## src/hw/rtl/mcms_pkg.sv

```systemverilog
// ----------------------------------------------------------------------------
// mcms_pkg
// Shared sizes and types for the median common-mode subtraction block.
// ----------------------------------------------------------------------------
package mcms_pkg;

   localparam int GROUP_SIZE = 128;
   localparam int PAIR_COUNT = GROUP_SIZE / 2;
   localparam int PAIR_W     = $clog2(PAIR_COUNT);
   localparam int RANK_W     = $clog2(GROUP_SIZE);
   localparam int CNT_W      = $clog2(GROUP_SIZE + 1);
   localparam int SAMPLE_W   = 16;
   localparam int RANK_LO    = PAIR_COUNT - 1;
   localparam int RANK_HI    = PAIR_COUNT;

   typedef logic signed [SAMPLE_W-1:0] sample_type;
   typedef logic [SAMPLE_W-1:0]        key_type;

   localparam key_type SIGN_FLIP = {1'b1, {(SAMPLE_W-1){1'b0}}};

endpackage

```

## src/hw/rtl/mcms_if.sv

```systemverilog
// ----------------------------------------------------------------------------
// mcms_if
// Valid/ready channels for sample pair words and corrected pair words.
// ----------------------------------------------------------------------------
interface mcms_req_if;
   import mcms_pkg::*;

   logic       valid;
   logic       ready;
   sample_type sample_even;
   sample_type sample_odd;

   modport source (output valid, output sample_even, output sample_odd, input ready);
   modport sink   (input valid, input sample_even, input sample_odd, output ready);
endinterface

interface mcms_rsp_if;
   import mcms_pkg::*;

   logic       valid;
   logic       ready;
   sample_type corrected_even;
   sample_type corrected_odd;
   logic       group_end;

   modport source (output valid, output corrected_even, output corrected_odd,
                   output group_end, input ready);
   modport sink   (input valid, input corrected_even, input corrected_odd,
                   input group_end, output ready);
endinterface

```

## src/hw/rtl/median_common_mode_subtract.sv

```systemverilog
// ----------------------------------------------------------------------------
// median_common_mode_subtract
// Median baseline removal over groups of 128 signed samples.
// ----------------------------------------------------------------------------
// Collects a group of 128 samples, two per input word, in a 64-entry pair
// store with one read port. After the last pair the median (mean of ranks 63
// and 64) is found by a bitwise radix search: 16 passes, one per sample bit
// from the top, each sweeping all 64 stored pairs and tracking both ranks
// at once. The block then returns each pair minus the median, truncated
// toward zero and saturated, in arrival order, with group_end on the last;
// each pair is read and its output word formed before the next pair is read.
// Input ready is high only while the group is being loaded; the final output
// word may still wait while loading resumes.
// ----------------------------------------------------------------------------
module median_common_mode_subtract (
   input logic       clock,
   input logic       reset,
   mcms_req_if.sink  req,
   mcms_rsp_if.source rsp
);
   import mcms_pkg::*;

   localparam logic [1:0] ST_LOAD   = 2'd0;
   localparam logic [1:0] ST_SCAN   = 2'd1;
   localparam logic [1:0] ST_SETTLE = 2'd2;
   localparam logic [1:0] ST_OUT    = 2'd3;

   logic [1:0]            state_ff, state_in;
   logic [PAIR_W-1:0]     pairs_ff, pairs_in;
   logic [PAIR_W-1:0]     addr_ff, addr_in;
   logic                  pend_ff, pend_in;
   logic                  last_ff, last_in;
   logic                  rd_valid_ff, rd_valid_in;
   logic [2*SAMPLE_W-1:0] rd_data_ff;
   logic [2*SAMPLE_W-1:0] store_mem [PAIR_COUNT];

   key_type               sel_ff, sel_in;
   key_type               mask_ff, mask_in;
   key_type               pref_lo_ff, pref_lo_in;
   key_type               pref_hi_ff, pref_hi_in;
   logic [RANK_W-1:0]     rank_lo_ff, rank_lo_in;
   logic [RANK_W-1:0]     rank_hi_ff, rank_hi_in;
   logic [CNT_W-1:0]      cnt_lo_ff, cnt_lo_in;
   logic [CNT_W-1:0]      cnt_hi_ff, cnt_hi_in;

   logic                  rsp_valid_ff, rsp_valid_in;
   sample_type            rsp_even_ff, rsp_even_in;
   sample_type            rsp_odd_ff, rsp_odd_in;
   logic                  rsp_end_ff, rsp_end_in;

   logic                  req_take;
   logic                  out_issue;
   key_type               key_even, key_odd;
   logic [1:0]            inc_lo, inc_hi;
   logic [CNT_W-1:0]      tot_lo, tot_hi;
   key_type               val_lo, val_hi;
   logic signed [SAMPLE_W:0] med2;

   function automatic logic zero_hit(key_type key, key_type pref, key_type mask,
                                     key_type sel);
      zero_hit = (((key ^ pref) & mask) == '0) && ((key & sel) == '0);
   endfunction

   function automatic sample_type correct(sample_type x, logic signed [SAMPLE_W:0] m2);
      logic signed [SAMPLE_W+1:0] diff;
      logic signed [SAMPLE_W+1:0] adj;
      logic [SAMPLE_W:0]          q;
      diff = {x[SAMPLE_W-1], x, 1'b0} - {m2[SAMPLE_W], m2};
      adj  = diff + (SAMPLE_W+2)'(diff[SAMPLE_W+1] & diff[0]);
      q    = adj[SAMPLE_W+1:1];
      if (q[SAMPLE_W] != q[SAMPLE_W-1]) begin
         correct = q[SAMPLE_W] ? sample_type'(SIGN_FLIP) : sample_type'(~SIGN_FLIP);
      end else begin
         correct = q[SAMPLE_W-1:0];
      end
   endfunction

   assign req_take  = req.valid && req.ready;
   assign req.ready = (state_ff == ST_LOAD);
   assign out_issue = (state_ff == ST_OUT) && !pend_ff && (!rsp_valid_ff || rsp.ready);

   assign rsp.valid          = rsp_valid_ff;
   assign rsp.corrected_even = rsp_even_ff;
   assign rsp.corrected_odd  = rsp_odd_ff;
   assign rsp.group_end      = rsp_end_ff;

   // bitwise rank search on offset-binary keys
   assign key_even = rd_data_ff[SAMPLE_W-1:0] ^ SIGN_FLIP;
   assign key_odd  = rd_data_ff[2*SAMPLE_W-1:SAMPLE_W] ^ SIGN_FLIP;
   assign inc_lo   = rd_valid_ff ? (2'(zero_hit(key_even, pref_lo_ff, mask_ff, sel_ff))
                                  + 2'(zero_hit(key_odd, pref_lo_ff, mask_ff, sel_ff)))
                                 : 2'd0;
   assign inc_hi   = rd_valid_ff ? (2'(zero_hit(key_even, pref_hi_ff, mask_ff, sel_ff))
                                  + 2'(zero_hit(key_odd, pref_hi_ff, mask_ff, sel_ff)))
                                 : 2'd0;
   assign tot_lo   = cnt_lo_ff + CNT_W'(inc_lo);
   assign tot_hi   = cnt_hi_ff + CNT_W'(inc_hi);

   // doubled median
   assign val_lo = pref_lo_ff ^ SIGN_FLIP;
   assign val_hi = pref_hi_ff ^ SIGN_FLIP;
   assign med2   = $signed({val_lo[SAMPLE_W-1], val_lo}) + $signed({val_hi[SAMPLE_W-1], val_hi});

   always_comb begin
      state_in     = state_ff;
      pairs_in     = pairs_ff;
      addr_in      = addr_ff;
      pend_in      = 1'b0;
      last_in      = last_ff;
      rd_valid_in  = (state_ff == ST_SCAN);
      sel_in       = sel_ff;
      mask_in      = mask_ff;
      pref_lo_in   = pref_lo_ff;
      pref_hi_in   = pref_hi_ff;
      rank_lo_in   = rank_lo_ff;
      rank_hi_in   = rank_hi_ff;
      cnt_lo_in    = cnt_lo_ff;
      cnt_hi_in    = cnt_hi_ff;
      rsp_valid_in = rsp_valid_ff && !rsp.ready;
      rsp_even_in  = rsp_even_ff;
      rsp_odd_in   = rsp_odd_ff;
      rsp_end_in   = rsp_end_ff;

      unique case (state_ff)
         ST_LOAD: begin
            if (req_take) begin
               pairs_in = pairs_ff + PAIR_W'(1);
               if (pairs_ff == PAIR_W'(PAIR_COUNT - 1)) begin
                  pairs_in   = '0;
                  state_in   = ST_SCAN;
                  addr_in    = '0;
                  sel_in     = SIGN_FLIP;
                  mask_in    = '0;
                  pref_lo_in = '0;
                  pref_hi_in = '0;
                  rank_lo_in = RANK_W'(RANK_LO);
                  rank_hi_in = RANK_W'(RANK_HI);
                  cnt_lo_in  = '0;
                  cnt_hi_in  = '0;
               end
            end
         end
         ST_SCAN: begin
            cnt_lo_in = tot_lo;
            cnt_hi_in = tot_hi;
            addr_in   = addr_ff + PAIR_W'(1);
            if (addr_ff == PAIR_W'(PAIR_COUNT - 1)) begin
               addr_in  = '0;
               state_in = ST_SETTLE;
            end
         end
         ST_SETTLE: begin
            cnt_lo_in = '0;
            cnt_hi_in = '0;
            if (CNT_W'(rank_lo_ff) >= tot_lo) begin
               pref_lo_in = pref_lo_ff | sel_ff;
               rank_lo_in = rank_lo_ff - RANK_W'(tot_lo);
            end
            if (CNT_W'(rank_hi_ff) >= tot_hi) begin
               pref_hi_in = pref_hi_ff | sel_ff;
               rank_hi_in = rank_hi_ff - RANK_W'(tot_hi);
            end
            sel_in  = sel_ff >> 1;
            mask_in = {1'b1, mask_ff[SAMPLE_W-1:1]};
            if (sel_ff[0]) begin
               state_in = ST_OUT;
               addr_in  = '0;
            end else begin
               state_in = ST_SCAN;
            end
         end
         ST_OUT: begin
            if (out_issue) begin
               pend_in = 1'b1;
               last_in = (addr_ff == PAIR_W'(PAIR_COUNT - 1));
               addr_in = addr_ff + PAIR_W'(1);
            end
            if (pend_ff) begin
               rsp_valid_in = 1'b1;
               rsp_even_in  = correct(rd_data_ff[SAMPLE_W-1:0], med2);
               rsp_odd_in   = correct(rd_data_ff[2*SAMPLE_W-1:SAMPLE_W], med2);
               rsp_end_in   = last_ff;
               if (last_ff) begin
                  state_in = ST_LOAD;
               end
            end
         end
         default: begin
            state_in = ST_LOAD;
         end
      endcase
   end

   // pair store
   always_ff @(posedge clock) begin
      if (req_take) begin
         store_mem[pairs_ff] <= {req.sample_odd, req.sample_even};
      end
      rd_data_ff <= store_mem[addr_ff];
   end

   always_ff @(posedge clock) begin
      if (reset) begin
         state_ff     <= ST_LOAD;
         pairs_ff     <= '0;
         pend_ff      <= 1'b0;
         rd_valid_ff  <= 1'b0;
         rsp_valid_ff <= 1'b0;
      end else begin
         state_ff     <= state_in;
         pairs_ff     <= pairs_in;
         pend_ff      <= pend_in;
         rd_valid_ff  <= rd_valid_in;
         rsp_valid_ff <= rsp_valid_in;
      end
   end

   always_ff @(posedge clock) begin
      addr_ff     <= addr_in;
      last_ff     <= last_in;
      sel_ff      <= sel_in;
      mask_ff     <= mask_in;
      pref_lo_ff  <= pref_lo_in;
      pref_hi_ff  <= pref_hi_in;
      rank_lo_ff  <= rank_lo_in;
      rank_hi_ff  <= rank_hi_in;
      cnt_lo_ff   <= cnt_lo_in;
      cnt_hi_ff   <= cnt_hi_in;
      rsp_even_ff <= rsp_even_in;
      rsp_odd_ff  <= rsp_odd_in;
      rsp_end_ff  <= rsp_end_in;
   end

endmodule
```

## src/flat_wrapper.sv

```systemverilog
// flat-port wrapper written by rule: the top's interface ports become plain ports
module median_common_mode_subtract_flat import mcms_pkg::*;
  (clock, reset, req_valid, req_sample_even, req_sample_odd, req_ready, rsp_valid, rsp_corrected_even, rsp_corrected_odd, rsp_group_end, rsp_ready);
  mcms_req_if req_i ();
  mcms_rsp_if rsp_i ();
  input logic clock;
  input logic reset;
  input wire logic [$bits(req_i.valid)-1:0] req_valid;
  input wire logic [$bits(req_i.sample_even)-1:0] req_sample_even;
  input wire logic [$bits(req_i.sample_odd)-1:0] req_sample_odd;
  output wire logic [$bits(req_i.ready)-1:0] req_ready;
  output wire logic [$bits(rsp_i.valid)-1:0] rsp_valid;
  output wire logic [$bits(rsp_i.corrected_even)-1:0] rsp_corrected_even;
  output wire logic [$bits(rsp_i.corrected_odd)-1:0] rsp_corrected_odd;
  output wire logic [$bits(rsp_i.group_end)-1:0] rsp_group_end;
  input wire logic [$bits(rsp_i.ready)-1:0] rsp_ready;
  assign req_i.valid = req_valid;
  assign req_i.sample_even = req_sample_even;
  assign req_i.sample_odd = req_sample_odd;
  assign req_ready = req_i.ready;
  assign rsp_valid = rsp_i.valid;
  assign rsp_corrected_even = rsp_i.corrected_even;
  assign rsp_corrected_odd = rsp_i.corrected_odd;
  assign rsp_group_end = rsp_i.group_end;
  assign rsp_i.ready = rsp_ready;
  median_common_mode_subtract u_core (.clock(clock), .reset(reset), .req(req_i), .rsp(rsp_i));
endmodule
```

## config.mk

```make
export PLATFORM = sky130hd
export DESIGN_NAME = median_common_mode_subtract_flat
export DESIGN_NICKNAME = d
export VERILOG_FILES = /design/src/hw/rtl/mcms_pkg.sv /design/src/hw/rtl/mcms_if.sv /design/src/hw/rtl/median_common_mode_subtract.sv /design/src/flat_wrapper.sv
export SDC_FILE = /design/constraint.sdc
export NUM_CORES = 2
export LEC_CHECK = 0
export BUFFER_PORTS_ARGS = -buffer_cell sky130_fd_sc_hd__buf_2
export CAP_MARGIN = 20
export CORE_MARGIN = 3
export CORE_UTILIZATION = 45
export CTS_CLUSTER_DIAMETER = 200
export DETAILED_ROUTE_END_ITERATION = 6
export HOLD_SLACK_MARGIN = 0.06
export PLACE_DENSITY = 0.6
export RECOVER_POWER = 100
export SYNTH_ARGS = -nofsm -noshare
export SYNTH_HDL_FRONTEND = slang
export SYNTH_SLANG_ARGS = --single-unit
```

## constraint.sdc

```tcl
create_clock -name clock -period 5.35 [get_ports clock]
set_clock_uncertainty 0.1 [all_clocks]
set_input_delay 0.2675 -clock clock [delete_from_list [all_inputs] [get_ports clock]]
set_output_delay 0.2675 -clock clock [all_outputs]
set_load 0.005 [all_outputs]
```

==> flow_summary.json <==
{
  "status": "finished, violations left",
  "violations": "capacitance limit, slew limit",
  "slew_viol_final": 2579,
  "viasPerCell": 5.89,
  "drive_above_1_share_pct": 29.4,
  "antenna_found_initial": 13,
  "port_buffers": 70,
  "crit_arrival_ps": 5720,
  "drt_wl_total_mm": 219,
  "hold_end": "u_core.store_mem[13][31]",
  "maxCapViolCount": 60,
  "clock_latency_ps": 850,
  "synth_nets": 4263,
  "path_class": "reg -> reg",
  "cts.path.max_buffers": 3,
  "die_y_um": 451,
  "path_max_fanout": 7,
  "fp-row-count": 162,
  "post-synth-top-count-cell": "edfxtp_1",
  "clock.fmax_mhz": 191,
  "dp_cells": 6925,
  "cts_tree": "done",
  "synthToLayoutAreaGrowth_pct": 14.9,
  "r2r-start": "u_core.pref_hi_ff[1]",
  "pre_cts_slack_ps": -385,
  "r2r-end": "u_core.rsp.corrected_odd[0]",
  "synth_cell_types": 87,
  "hold_path_depth": 2,
  "synthCells": 4154,
  "reg2reg_setup_slack_ps": 120,
  "relSlewSlack_pct": -89.7,
  "clk_pin_slew_ps": 60,
  "initial_utilization_pct": 45.5,
  "p_leak_nw": 32.4,
  "ys_seq_area_share_pct": 74.4,
  "synthArstFlopShare_pct": 0,
  "core_um2": 196000,
  "first_pass_iters": 6,
  "setup_ws_ps": 116,
  "critPathCaptureType": "register",
  "cts.htree.levels": 4,
  "crit_required_ps": 5840,
  "timing.final.crit_share_pct": 97.8,
  "worst_slew_pin_slew_ps": 2840,
  "syn_area_per_cell_um2": 21.5,
  "dpl-instance-area_um2": 95000,
  "final_cells": 7433,
  "ir_worst_vdd_mv": 0.360,
  "yosys_warnings": 0,
  "min_from": "req_sample_odd[15]",
  "design_area_um2": 103000,
  "routedWlPerCell_um": 29.5,
  "numCtsBuffers": 216,
  "antenna_left": 0,
  "finalCriticalPeriod_ps": 5230,
  "nets": 4728,
  "dieArea_um2": 204000,
  "clkSinkCount": 2225,
  "p_total_mw": 34.4,
  "setup.worst_path.start_class": "register",
  "grt_usage_pct": 21.5,
  "die_x_um": 451,
  "io_pins": 71,
  "drc_errors": 0,
  "hold_path_class": "in -> reg",
  "hpwl_mm": 126,
  "synth_ff_type": "edfxtp_1",
  "final-hold-violation-count": 0,
  "synth_edf_count": 2182,
  "tns_ps": 0,
  "cts_root_buffer": "clkbuf_16",
  "rr_worst_depth": 27,
  "grt_max_degree": 90,
  "synth_area_um2": 89200,
  "gp_congestion": 0.870,
  "synth.area.top_cells": "edfxtp_1, mux4_2, dfxtp_1",
  "rsz0062_at_grt": "yes",
  "vias": 43800,
  "finalSetupViolCount": 0,
  "grt_pass1_wl_mm": 318,
  "holdWs_ps": 141,
  "power_density_nw_per_um2": 335,
  "utilization_pct": 52.3,
  "netlist.area_leader.share_pct": 73.4,
  "first_iter_violations": 4538,
  "grt_pass1_vias": 44300,
  "yosys.area.top_type": "edfxtp_1",
  "overflow": 0,
  "synth-seq-cells": 2225,
  "synth_common_cells": "edfxtp_1, mux4_2, nor2_1, clkbuf_1, xor2_1"
}
==> where the power goes <==
part           total (mW)  leakage [nW]  internal, mW  switching [mW]
logic               0.369          9.03        0.0595           0.309
clock network        14.8          3.35          8.37            6.42
registers            19.2          20.0          19.2          0.0123
total                34.4          32.4          27.6            6.74
==> worst max-delay path, stage by stage (launching register included) <==
cell and delay [ps]:
edfxtp_1 400, ha_1 360, a211oi_4 260, o21ai_2 110, a21boi_2 180, o21ai_1 100
a21oi_1 150, nor2_1 60, o21ai_1 140, nand2b_1 100, a21o_1 180, a21oi_2 170
xnor2_2 140, ha_1 270, and3_4 170, and3_4 150, o22ai_2 130, and2_4 190
a21oi_4 60, nor2_2 110, ha_2 200, nand2_2 60, buf_6 140, or3_4 340
nor2_4 120, and4_4 250, a31o_4 210, o21ai_0 110
==> per-layer routing <==
metal  routed length, µm  vias up  part of all wire (%)  global-route usage [%]
met5                   0        -                     0                       0
met4                4730        0                   2.2                    5.48
met3               14900      294                   6.8                    3.60
met2              108000     1543                    49                    34.8
met1               91300    23500                    42                    30.7
li1                    -    18400                     -                       -
==> flip-flops by register name (all words and copies together), names as in the netlist, 8 cells and up <==
register	cells
u_core.rsp.corrected_even	16
u_core.pref_lo_ff	16
u_core.store_mem	2048
u_core.cnt_hi_ff	8
u_core.rsp.corrected_odd	16
u_core.pref_hi_ff	16
u_core.sel_ff	16
u_core.cnt_lo_ff	8
u_core.rd_data_ff	32
u_core.mask_ff	16
==> kinds of logic after synthesis <==
| logic type | after synthesis | synth area share, % |
|---|---|---|
| flip-flops | 2225 | 74.4 |
| multiplexers | 679 | 17.0 |
| AND/OR/NAND/NOR | 491 | 2.69 |
| AO/OA/AOI/OAI | 304 | 2.36 |
| buffers and inverters | 231 | 1.00 |
| XOR/XNOR | 149 | 1.49 |
| adder cells (fa/ha/maj) | 75 | 1.11 |
==> cell type report <==
cell class / count / area (µm²)
Sequential cell: 2225 / 66400
Inverter: 40 / 150
Tap cell: 2624 / 3280
Clock buffer: 298 / 5900
Multi-Input combinational cell: 1700 / 22700
Fill cell: 15200 / 93500
Timing Repair Buffer: 436 / 3090
Clock inverter: 105 / 982
Antenna cell: 5 / 12.5
==> placed cells by master, fill, tap and decap left out, types with 9 or more instances in the layout <==
master / instances
a21oi_2: 19
bufinv_16: 14
buf_2: 18
and2_0: 20
nand4_1: 20
clkbuf_2: 60
inv_1: 40
clkbuf_16: 219
o21ai_1: 15
o21ai_0: 40
or3_1: 14
mux4_2: 666
nor2b_1: 15
a221oi_1: 9
dlygate4sd3_1: 37
clkinv_1: 42
a22oi_1: 33
nand2b_1: 13
o21ai_2: 14
clkbuf_8: 14
and3_1: 14
edfxtp_1: 2182
clkinv_2: 29
nand2_1: 70
xnor2_1: 44
nor3_1: 18
nand3_1: 25
dfxtp_1: 40
nor2_1: 169
a21oi_1: 41
buf_12: 19
xor2_1: 98
and2_1: 28
ha_1: 59
nor2_4: 29
clkbuf_1: 170
buf_4: 181
o21a_1: 11
a21o_1: 22
==> what timing repair did <==
item / CTS / global route
cloned: 3 / 1
hold buffers: 24 / 13
setup endpoints to repair: 28 / 53
setup buffers: 15 / 18
gates resized for setup: 42 / 75
pin swaps: 32 / 43
endpoints found under the hold margin: 714 / 768
==> how the worst max path moves through the flow <==
stage | depth (start not counted) | to | slack, ps | from
2_1_floorplan | 27 | u_core.rsp.corrected_even[0] | 9 | u_core.pref_hi_ff[0]
3_3_place_gp | 25 | u_core.rsp.corrected_odd[9] | -300 | u_core.pref_lo_ff[1]
3_5_place_dp | 24 | u_core.rsp.corrected_odd[0] | -390 | u_core.pref_lo_ff[1]
4_1_cts | 26 | u_core.rsp.corrected_even[10] | 10 | u_core.pref_lo_ff[0]
5_1_grt | 26 | u_core.rsp.corrected_odd[11] | -160 | u_core.pref_hi_ff[1]
6_report | 27 | u_core.rsp.corrected_odd[0] | 120 | u_core.pref_hi_ff[1]
No activity file was read; power rests on OpenSTA's default activity.
